--- src/ldwl_pkg.sv ---
// shared types and constants for the damped wave leapfrog lattice block
// request codes, register indexes, controller states and the command bundle
// no dependencies
package ldwl_pkg;

	localparam int COORD_W = 5;
	localparam int VAL_W = 32;
	localparam int LAP_W = VAL_W + 4;
	localparam int DIG_W = 32;

	localparam int IN_TDATA_W = 80;
	localparam int OUT_TDATA_W = 64;
	localparam int X_LSB = 0;
	localparam int Y_LSB = X_LSB + COORD_W;
	localparam int Z_LSB = Y_LSB + COORD_W;
	localparam int LF_LSB = Z_LSB + COORD_W;
	localparam int LV_LSB = LF_LSB + VAL_W;

	localparam logic signed [VAL_W-1:0] I32_MAX = 32'sh7fff_ffff;
	localparam logic signed [VAL_W-1:0] I32_MIN = 32'sh8000_0000;

	localparam logic [1:0] CFG_STEP = 2'd0;
	localparam logic [1:0] CFG_LAP = 2'd1;
	localparam logic [1:0] CFG_DAMP = 2'd2;

	typedef enum logic [1:0] {
		REQ_LOAD,
		REQ_VEL,
		REQ_FIELD,
		REQ_READ
	} req_t;

	typedef enum logic [2:0] {
		ST_IDLE,
		ST_CENTER,
		ST_CAPTURE,
		ST_GATHER,
		ST_LAPMUL,
		ST_STEPMUL,
		ST_FMUL,
		ST_FIN
	} state_t;

	typedef enum logic [2:0] {
		SEL_C,
		SEL_XP,
		SEL_XM,
		SEL_YP,
		SEL_YM,
		SEL_ZP,
		SEL_ZM
	} rd_sel_t;

	typedef enum logic [2:0] {
		MUL_LAP_LO,
		MUL_LAP_HI,
		MUL_DAMP_V,
		MUL_STEP_LO,
		MUL_STEP_HI,
		MUL_STEP_V
	} mul_sel_t;

	typedef enum logic [1:0] {
		ACC_NONE,
		ACC_LOAD,
		ACC_HI
	} acc_op_t;

	typedef enum logic [1:0] {
		INNER_NONE,
		INNER_NEG,
		INNER_ADD
	} inner_op_t;

	typedef struct packed {
		logic      latch;
		rd_sel_t   rd_sel;
		logic      lap_init;
		logic      lap_add;
		logic      mul_en;
		mul_sel_t  mul_sel;
		acc_op_t   acc_op;
		inner_op_t inner_op;
		logic      fin;
	} cmd_t;

	typedef struct packed {
		req_t req;
	} status_t;

endpackage

--- src/ldwl_ctrl.sv ---
// sequencer for the lattice update: memory read order, multiply schedule, result hand-off
// depends on ldwl_pkg
module ldwl_ctrl (
	input  logic             clk,
	input  logic             arst_n,
	input  logic             s_tvalid,
	output logic             s_tready,
	output logic             m_tvalid,
	input  logic             m_tready,
	input  ldwl_pkg::status_t status,
	output ldwl_pkg::cmd_t   cmd
);
	import ldwl_pkg::*;

	state_t state_q, state_d;
	logic [2:0] cnt_q, cnt_d;
	logic m_tvalid_q;

	always_ff @(posedge clk or negedge arst_n) begin
		if (!arst_n) begin
			state_q <= ST_IDLE;
			cnt_q <= '0;
			m_tvalid_q <= 1'b0;
		end else begin
			state_q <= state_d;
			cnt_q <= cnt_d;
			if (cmd.fin) begin
				m_tvalid_q <= 1'b1;
			end else if (m_tready) begin
				m_tvalid_q <= 1'b0;
			end
		end
	end

	always_comb begin
		state_d = state_q;
		cnt_d = cnt_q;
		cmd = '0;
		cmd.rd_sel = SEL_C;
		cmd.mul_sel = MUL_STEP_V;
		cmd.acc_op = ACC_NONE;
		cmd.inner_op = INNER_NONE;
		s_tready = 1'b0;
		case (state_q)
			ST_IDLE: begin
				s_tready = 1'b1;
				if (s_tvalid) begin
					cmd.latch = 1'b1;
					state_d = ST_CENTER;
				end
			end
			ST_CENTER: begin
				cmd.rd_sel = SEL_C;
				state_d = ST_CAPTURE;
			end
			ST_CAPTURE: begin
				cmd.lap_init = 1'b1;
				cmd.rd_sel = SEL_XP;
				cnt_d = '0;
				case (status.req)
					REQ_VEL:   state_d = ST_GATHER;
					REQ_FIELD: state_d = ST_FMUL;
					default:   state_d = ST_FIN;
				endcase
			end
			ST_GATHER: begin
				// one neighbor read per beat, damping product overlapped
				cmd.lap_add = 1'b1;
				cnt_d = cnt_q + 3'd1;
				case (cnt_q)
					3'd0: begin
						cmd.rd_sel = SEL_XM;
						cmd.mul_en = 1'b1;
						cmd.mul_sel = MUL_DAMP_V;
					end
					3'd1: begin
						cmd.rd_sel = SEL_YP;
						cmd.acc_op = ACC_LOAD;
					end
					3'd2: begin
						cmd.rd_sel = SEL_YM;
						cmd.inner_op = INNER_NEG;
					end
					3'd3: cmd.rd_sel = SEL_ZP;
					3'd4: cmd.rd_sel = SEL_ZM;
					default: begin
						cnt_d = '0;
						state_d = ST_LAPMUL;
					end
				endcase
			end
			ST_LAPMUL: begin
				cnt_d = cnt_q + 3'd1;
				case (cnt_q)
					3'd0: begin
						cmd.mul_en = 1'b1;
						cmd.mul_sel = MUL_LAP_LO;
					end
					3'd1: begin
						cmd.mul_en = 1'b1;
						cmd.mul_sel = MUL_LAP_HI;
						cmd.acc_op = ACC_LOAD;
					end
					3'd2: cmd.acc_op = ACC_HI;
					default: begin
						cmd.inner_op = INNER_ADD;
						cnt_d = '0;
						state_d = ST_STEPMUL;
					end
				endcase
			end
			ST_STEPMUL: begin
				cnt_d = cnt_q + 3'd1;
				case (cnt_q)
					3'd0: begin
						cmd.mul_en = 1'b1;
						cmd.mul_sel = MUL_STEP_LO;
					end
					3'd1: begin
						cmd.mul_en = 1'b1;
						cmd.mul_sel = MUL_STEP_HI;
						cmd.acc_op = ACC_LOAD;
					end
					default: begin
						cmd.acc_op = ACC_HI;
						cnt_d = '0;
						state_d = ST_FIN;
					end
				endcase
			end
			ST_FMUL: begin
				cnt_d = cnt_q + 3'd1;
				case (cnt_q)
					3'd0: begin
						cmd.mul_en = 1'b1;
						cmd.mul_sel = MUL_STEP_V;
					end
					default: begin
						cmd.acc_op = ACC_LOAD;
						cnt_d = '0;
						state_d = ST_FIN;
					end
				endcase
			end
			ST_FIN: begin
				if (!m_tvalid_q || m_tready) begin
					cmd.fin = 1'b1;
					state_d = ST_IDLE;
				end
			end
			default: state_d = ST_IDLE;
		endcase
	end

	assign m_tvalid = m_tvalid_q;

endmodule

--- config.mk ---
export PLATFORM = sky130hd
export DESIGN_NAME = ldwl_ctrl
export DESIGN_NICKNAME = d
export VERILOG_FILES = /design/src/ldwl_pkg.sv /design/src/ldwl_ctrl.sv
export SDC_FILE = /design/constraint.sdc
export NUM_CORES = 1
export LEC_CHECK = 0
export ABC_CLOCK_PERIOD_IN_PS = 4700
export BUFFER_PORTS_ARGS = -buffer_cell sky130_fd_sc_hd__buf_2
export CORE_AREA = 2 2 41 43
export DETAILED_ROUTE_END_ITERATION = 10
export DIE_AREA = 0 0 43 45
export GPL_ROUTABILITY_DRIVEN = 0
export HOLD_SLACK_MARGIN = 0.15
export PLACE_DENSITY_LB_ADDON = 0.3
export SETUP_SLACK_MARGIN = 0.2
export SYNTH_ARGS = -nofsm -noshare
export SYNTH_HDL_FRONTEND = slang
export SYNTH_SLANG_ARGS = --single-unit
export TNS_END_PERCENT = 20
--- constraint.sdc ---
create_clock -name clk -period 4.7 [get_ports clk]
set_input_delay 0.705 -clock clk [delete_from_list [all_inputs] [get_ports clk]]
set_output_delay 0.705 -clock clk [all_outputs]
set_load 0.02 [all_outputs]
# Word level (Yosys, flattened, before mapping)
# Index checks and enable logic that the tools add are counted.
word_totals:
  rom_bits: 0
  ram_bits: 0
  memories: 0
  latch_bits: 0
  out_inout_bits: 17
  word_cells: 69
  register_bits: 7
classes:
  n_lt_le_gt_ge: 0
  div_mod_pow: 0
  mul: 0
  muxes: 36
  addsub: 1
  shifts: 0
  n_reduce_logical: 10
  n_eq_ne: 19
  n_bitwise: 0
ops:
  columns: ["op", "n"]
  rows:
  - ["$mux 3", 10]
  - ["$pmux 3 s5", 2]
  - ["$pmux 3 s8", 1]
  - ["$pmux 6 s4", 1]
  - ["$pmux 4 s2", 2]
  - ["$eq 3x3->1 const B", 5]
  - ["$eq 3x2->1 const B", 4]
  - ["$mux 1", 12]
  - ["$ne 2x2->1 const B", 6]
  - ["$pmux 2 s2", 3]
  - ["$pmux 3 s2", 2]
  - ["$mux 4", 2]
  - ["$eq 3x1->1 const B", 2]
  - ["$logic_not 3->1", 2]
  - ["$reduce_and 6->1", 1]
  - ["$reduce_bool 5->1", 1]
  - ["$reduce_or 5->1", 1]
  - ["$add 3x1->3 const B", 1]
  - ["$reduce_or 3->1", 1]
  - ["$eq 2x1->1 const B", 1]
  - ["$eq 2x2->1 const B", 1]
  - ["$mux 2", 1]
  - ["$reduce_bool 2->1", 1]
  - ["$reduce_or 2->1", 1]
  - ["other kinds (2)", 2]

# Longest topological paths before layout
# Gate-level depths: netlist (run 1).
depth:
  ltp_word: 5
  depth_mapped: 7
  mapped_depth_nobuf: 6

# Worst setup path before layout (run 1)
# OpenSTA, ideal clock, no wires.
synth_timing:
  kind: "register to output"
  from: "register cnt_q[1]"
  to: "output cmd[3] in the netlist's numbering"
  path_stages_with_launch: 6
  t_required_ns: 3.995
  arrival_ns: 1.565
  setup_slack_ns: 2.430
  path_cell_list: "dfrtp_1 inv_1 ha_1 buf_2 nor2b_1 o32ai_1"
synth_lines:
  columns: ["element", "line_no", "rtl"]
  rows:
  - ["start, declared", "ldwl_ctrl.sv:16", "logic [2:0] cnt_q, cnt_d;"]
  - ["start signal, assigned", "ldwl_ctrl.sv:26", "cnt_q <= cnt_d;"]
  - ["end, declared", "ldwl_ctrl.sv:11", "output ldwl_pkg::cmd_t cmd"]

==> impl_results.md, run 1 <==
- Top post-synthesis cells by area: dfrtp_1, ha_1, nor2b_1, nor2_1, inv_1
- Final period utilization: 53.87%
- Starting Density: around half
- Core footprint: 1471 um^2
- Post-synth top area cell: dfrtp_1
- Critical Path Fanout Max: 10
- Setup crit start kind: flop
- Resized cells post-CTS: 0
- Top Family by Delay on Critical Path: simple AND/OR/NAND/NOR gates
- Post-layout util: about three fifths
- Skew final: around 0.002 ns
- Clock sinks: 7
- ANT nets after route: 0
- Setup CP Type: flop to output port
- Multi-input logic area: approximately 500 um^2
- DR iter-0 viols: 18
- Status: finished, final reports clean
- Placement Setup Slack: around 2.4 ns
- CP max-delay cell: dfrtp_1
- Fin crit period: 2.532 ns
- Post-synth top flop: dfrtp_1
- Num rows: 14
- DRC viols: 0
- Hold_buf cts: 0
- Gr ovfl total: 0
- Post-layout net count: around 120
- Buf/Inv on CP: 2
- CP Depth: 6
- Worst path required time: 3.99 ns
- GRT Overall Usage: 17.62%
- Max Slew Vio Count: 0
- Max Cap Violations: 0
- CP most frequent cell: nor3_1
- Worst hold slack: 0.2782 ns
- Least-Margin Pin Slew: between 0.5 and 0.6 ns
- Post-synth EDFFs: 0
- R2r startpoint: cnt_q[2]$_DFFE_PN0P_
- Worst slew margin: a little over 60%
- Fin worst setup slack: roughly 2.2 ns
- Register area: ~180 um^2
- Yosys top cell area share: 23.22%
- Register area share after synthesis: 23.22%
- Worst VDD drop: roughly 370 uV
- Area growth, synth to finish: 15.09%
- Syn_nets: between 100 and 150
- Power density cells: between 700 and 800 nW/um^2
- Top-level I/O count: 23
- RSZ-0062 raised after global routing: false
- Largest net degree at the start of global routing: 20
- Crit path capture type: output port
- Post-synth cell types: 39
- Leak: about 0.46 nW
- R2r setup slk: approximately 2.7 ns
- Worst-path cell chain: inv_1, ha_1, nor3_1, nor2_1, nor3_1, buf_2
- Avg Vias per Cell: around 5.7
- RR Endpoint: cnt_q[1]$_DFFE_PN0P_
- Setup TNS: 0 ns
- Die ar.: between 1500 and 2000 um^2
- Post-DR wirelength/cell: between 10 and 15 um
- Mapped Cells: 92
- Post-synth ARST share: 100.0%
- CTS clk-pin slew, worst paths: around 0.05 ns
- Final setup fails: 0
- First-pass GRT wire length: 2608 um
- Pwr Total: 0.6943 mW
- CTS max path bufs: 2
- Detail Placement HPWL: 1199 um
- Clock buffer count from CTS: 3
- Final Hold Viols: 0
- Die height: 45 um
- Vias in the first global route: approximately 630
- Die W: roughly 43 um
- Via count: slightly above 700
- # Post-CTS Setup Buffers: 0
- Cell depth of the worst flop-to-flop path: 5
- Diode count: 0
- # H-tree levels: 1
- CTS tree: done
- Hold Path Class: primary input to async pin
- WL final: 1596 um
- Avg Inst Size Synth: between 8 and 9 um^2
- CTS root buffer: clkbuf_4
- YS warnings: 0
- Pre-antenna DRT Iters: 4
- CP max stage delay: approximately 0.44 ns
- Mapped Area: 754.5 um^2
- Clock latency on the worst-skew pair: between 0.2 and 0.25 ns
- Share of cells above drive strength 1: a little over a quarter
- F_max: approximately 390 MHz
- Register bit total from synthesis: 7
- Initial antenna violation count: 0
- Arrival @ worst endpoint: around 1.8 ns
- Port Buffers: 22
- Filler cells: between 100 and 150
## stage by stage
step	instances	cell area [um^2]
global placement	123	842.1
finish	127	868.3
floorplan	92	754.5
detailed placement	123	842.1
CTS	127	868.3
global route	127	868.3
## worst max-delay path by stage
stage	startpoint	end	slack (ns)
global route	cnt_q[1]$_DFFE_PN0P_	cmd[2]	1.96
CTS	cnt_q[1]$_DFFE_PN0P_	cmd[2]	2.18
finish	cnt_q[1]$_DFFE_PN0P_	cmd[2]	2.17
detailed placement	cnt_q[1]$_DFFE_PN0P_	cmd[2]	2.44
global placement	state_q[0]$_DFFE_PN0P_	cmd[5]	2.48
floorplan	cnt_q[1]$_DFFE_PN0P_	cmd[3]	2.43
## layout by cell type (no fill, tap or decap), types with 3 or more instances in the layout
master and count:
ha_1 5, dfrtp_1 7, and2_1 3, buf_2 22, inv_1 8, nand2_1 6, nor3_1 4, clkbuf_4 3
a31oi_1 4, nor2b_1 6, nor2_1 9
## cell usage after synthesis (2+ instances only)
cell type,n
and3b_1,2
a22o_1,2
a31oi_1,4
nor2_1,9
inv_1,8
o21ai_0,2
ha_1,5
nor3_1,4
dfrtp_1,7
nor2b_1,6
nand2b_1,2
buf_2,4
nand2_1,6
a21o_1,2
and2_1,3
a21oi_1,2
a311oi_1,2
## area by class of cell
class / count / share of cell area [%]
Inverter: 8 / 3.458
Clock buffer: 4 / 3.026
Tap cell: 16 / 2.305
Timing Repair Buffer: 22 / 12.68
Multi-Input combinational cell: 70 / 58.36
Sequential cell: 7 / 20.17
## sequential cells by signal, indices dropped and copies added, names as in the netlist
signal,count
cnt_q,3
m_tvalid,1
state_q,3
## power by group
part / internal [mW] / switching (mW) / total [mW] / leakage (nW)
clock: 0.0322 / 0.0191 / 0.0513 / 0.0150
combinational: 0.200 / 0.285 / 0.485 / 0.355
sequential: 0.0888 / 0.0692 / 0.158 / 0.0856
## worst register-to-register path, delay by kind of cell, from the launching register on
kind	cells	cell delay, ns
AOI/OAI and AO/OA	2	0.73
adders and majority gates	1	0.27
buffers and inverters	1	0.15
DFF	1	0.57
and+or+nand+nor	1	0.14
## routing by layer
layer,vias up,track usage [%],routed length (um)
li1,367,-,-
met1,328,23.80,739
met2,26,28.79,741
met3,2,1.200,94
met4,0,9.091,20
met5,-,0,0
## cells by family after synthesis
| kind of cell | count (synthesis) | synth area share [%] |
|---|---|---|
| compound gates | 24 | 26.54 |
| fa+ha+maj | 5 | 8.292 |
| flops | 7 | 23.22 |
| xor+xnor | 2 | 2.322 |
| simple gates | 38 | 28.69 |
| mux | 1 | 1.327 |
| buf+inv | 15 | 9.619 |
Power figures use the tool's default switching activity.
==> run 2: changes to the inputs <==
--- a/config.mk
+++ b/config.mk
@@ -5,11 +5,12 @@
 export SDC_FILE = /design/constraint.sdc
 export NUM_CORES = 1
 export LEC_CHECK = 0
-export ABC_CLOCK_PERIOD_IN_PS = 4700
+export ABC_AREA = 1
+export ABC_CLOCK_PERIOD_IN_PS = 2000
 export BUFFER_PORTS_ARGS = -buffer_cell sky130_fd_sc_hd__buf_2
-export CORE_AREA = 2 2 41 43
+export CORE_AREA = 2 2 42 54
 export DETAILED_ROUTE_END_ITERATION = 10
-export DIE_AREA = 0 0 43 45
+export DIE_AREA = 0 0 44 56
 export GPL_ROUTABILITY_DRIVEN = 0
 export HOLD_SLACK_MARGIN = 0.15
 export PLACE_DENSITY_LB_ADDON = 0.3
==> constraint.sdc (replaced) <==
create_clock -name clk -period 2 [get_ports clk]
set_input_delay 0.3 -clock clk [delete_from_list [all_inputs] [get_ports clk]]
set_output_delay 0.3 -clock clk [all_outputs]
set_load 0.02 [all_outputs]
==> run 2 against run 1 <==
  * Area after synthesis rose by 15%
  * Clock-buffer cell count is the same
  * Final area increased by 44%
  * Global-route usage is 3.1 points higher
  * Register-to-register slack worse by 2.5 ns
  * Critical path type unchanged
  * Largest power group unchanged
  * Highest routed layer unchanged
==> impl_results.md, run 2 <==
- Status: finished, final reports clean
- Detail Placement HPWL: 1735 um (+45%)
- Placement Setup Slack: 0.09444 ns (-2.350 ns)
- F_max: around 500 MHz
- Largest net degree at the start of global routing: 11 (-45%)
- Post-synth cell types: 21 (-46%)
- Top post-synthesis cells by area: dfrtp_1, nand2_1, nand3_1, inv_1, ha_1
- Placed insts: 178 (+45%)
- Skew final: 0.0004896 ns (-0.001493 ns)
- R2r startpoint: cnt_q[1]$_DFFE_PN0P_
- Power density cells: 2007 nW/um^2 (+150%)
- Port Buffers: 22 (unchanged)
- Critical Path Fanout Max: 5 (-5)
- Worst slew margin: 81.73% (+21 points)
- YS warnings: 0 (unchanged)
- Least-Margin Pin Slew: 0.2740 ns (-0.3162 ns)
- Starting Density: 44.70% (-6.6 points)
- Post-layout util: 64.47% (+5.5 points)
- Vias in the first global route: 948 (+51%)
- Final Hold Viols: 0 (unchanged)
- CP max-delay cell: dfrtp_2
- Commonest non-fill, non-tap cell in the layout: nand2_1
- Top Family by Delay on Critical Path: buffers and inverters
- Post-synth EDFFs: 0 (unchanged)
- Register area share after synthesis: 20.23% (-3.0 points)
- Clock sinks: 7 (unchanged)
- Worst-path cell chain: inv_4, ha_4, inv_4, buf_4, buf_4, o21ai_0, buf_2
- CTS root buffer: clkbuf_4
- Share of cells above drive strength 1: 48.31% (+21 points)
- CTS max path bufs: 2 (unchanged)
- Clock latency on the worst-skew pair: 0.24 ns (about the same)
- Setup CP Type: flop to output port
- Syn_nets: 148 (+44%)
- Buf/Inv on CP: 5 (+3)
- Post-DR wirelength/cell: 12.97 um (+3.2%)
- CP Launch Point: cnt_q[1]$_DFFE_PN0P_
- Commonest cells after routing, fill and taps aside: nand2_1, buf_2, nand3_1, buf_4, inv_1
- Avg Vias per Cell: 5.333 (-6.3%)
- Filler cells: 173 (+18%)
- Initial antenna violation count: 0 (unchanged)
- DR iter-0 viols: 21 (+3)
- Post-synth ARST share: 100.0% (unchanged)
- GRT Overall Usage: 20.74% (+3.1 points)
- Max Slew Vio Count: 0 (unchanged)
- Post-synth top area cell: dfrtp_1
- DRC viols: 0 (unchanged)
- CTS tree: done
- Fin crit period: approximately 2.0 ns
- First-pass GRT wire length: 3939 um (+51%)
- Post-synth top flop: dfrtp_1
- Post-layout net count: 190 (+54%)
- Final period utilization: between 90% and 100%
- Avg Inst Size Synth: 6.320 um^2 (-23%)
- RSZ-0062 raised after global routing: true
- Setup crit start kind: flop
- # H-tree levels: 1 (unchanged)
- Yosys top cell area share: 20.23% (-3.0 points)
- Die W: 44 um (+2.3%)
- Mapped Area: 865.8 um^2 (+15%)
- Hold Path Class: primary input to flop
- Arrival @ worst endpoint: 1.69 ns (-0.14 ns)
- Crit path capture type: output port
- CP max stage delay: 0.45 ns (about the same)
- Final setup fails: 0 (unchanged)
- WL final: 2568 um (+61%)
- Register bit total from synthesis: 7 (unchanged)
- Diode count: 0 (unchanged)
- ANT nets after route: 0 (unchanged)
- Area growth, synth to finish: 44.22%
- Die height: 56 um (+24%)
- Gr ovfl total: 0 (unchanged)
- Mapped Cells: 137 (+49%)
- Min-delay src: m_tready
- Die ar.: 2464 um^2 (+27%)
- Post-Layout Cell Count: 198 (+56%)
- Num rows: 18 (+4)
- Leak: 0.6648 nW (+46%)
- Worst VDD drop: 1127 uV (+210%)
- Clock buffer count from CTS: 3 (unchanged)
- Fin worst setup slack: 0.005755 ns (-2.162 ns)
- Top-count cell post-synth: nand2_1
- Via count: 1056 (+46%)
- Pre-antenna DRT Iters: 4 (unchanged)
- Worst path required time: 1.70 ns (-2.29 ns)
- CTS clk-pin slew, worst paths: 0.05 ns (about the same)
- Core footprint: 1937 um^2 (+32%)
- Commonest cells in the netlist: nand2_1, inv_1, nand3_1
- Max Cap Violations: 0 (unchanged)
- Top-level I/O count: 23 (unchanged)
==> run 2: cell count changes after synthesis, sizes merged, moves of 6 or more <==
cell and change:
o21ai +7, nand2 +36, nor2b -6, nand3 +16
inv +13, nor2 +9
==> run 2: metal layers <==
metal,GRT usage (%),part of all wire [%]
met5,0,0
met1,22.29,39
met3,3.571,4.7
met4,9.091,3.8
met2,37.61,53
==> run 2: final cells by class <==
type	instances	area (um^2)	area share [%]
multi-input cells	107	674.4	54.01
well taps	20	25.02	2.004
inverters	21	86.33	6.914
clock buffers	4	26.28	2.104
repair buffers	39	255.2	20.44
flip-flops and latches	7	181.4	14.53
==> run 2: timing repair <==
item                                    CTS  global route
endpoints found under the setup margin   11            13
buffers inserted                         10             5
gates cloned                              0             0
pin swaps                                 3             7
resized for setup                        27            11
hold buffers                              1             0
endpoints found under the hold margin     7             0
==> run 2: logic make-up after synthesis <==
| family | Yosys count | synth area share (%) |
|---|---|---|
| AO/OA/AOI/OAI | 17 | 10.84 |
| buffers and inverters | 23 | 11.71 |
| adder cells (fa/ha/maj) | 5 | 7.225 |
| AND/OR/NAND/NOR | 85 | 50.00 |
| flip-flops | 7 | 20.23 |
==> run 2: worst paths after layout <==
path	to	slack, ns	cells after the start
hold reg to reg	m_tvalid$_DFFE_PN0P_	0.57	2
setup reg to reg	state_q[1]$_DFFE_PN0P_	0.24	12
max in group asynchronous	state_q[0]$_DFFE_PN0P_	1.43	2
min in group asynchronous	m_tvalid$_DFFE_PN0P_	0.41	2
setup / recovery	cmd[6]	0.006	7
hold / removal	m_tvalid$_DFFE_PN0P_	0.25	2
==> run 2: power by group <==
part,internal [mW],switching [mW]
registers,0.224,0.129
clock network,0.0759,0.0492
logic,0.808,1.22
total,1.11,1.40
==> run 2: through the flow <==
step | hold WS (ns) | total power [mW] | setup TNS [ns] | instance area [um^2]
floorplan | 0.004409 | 1.508 | 0 | 865.8
global placement | 0.1362 | 1.838 | 0 | 985.9
detailed placement | 0.1378 | 1.850 | 0 | 985.9
CTS | 0.2440 | 2.292 | 0 | 1179
global route | 0.2395 | 2.704 | -0.09708 | 1249
finish | 0.2529 | 2.507 | 0 | 1249
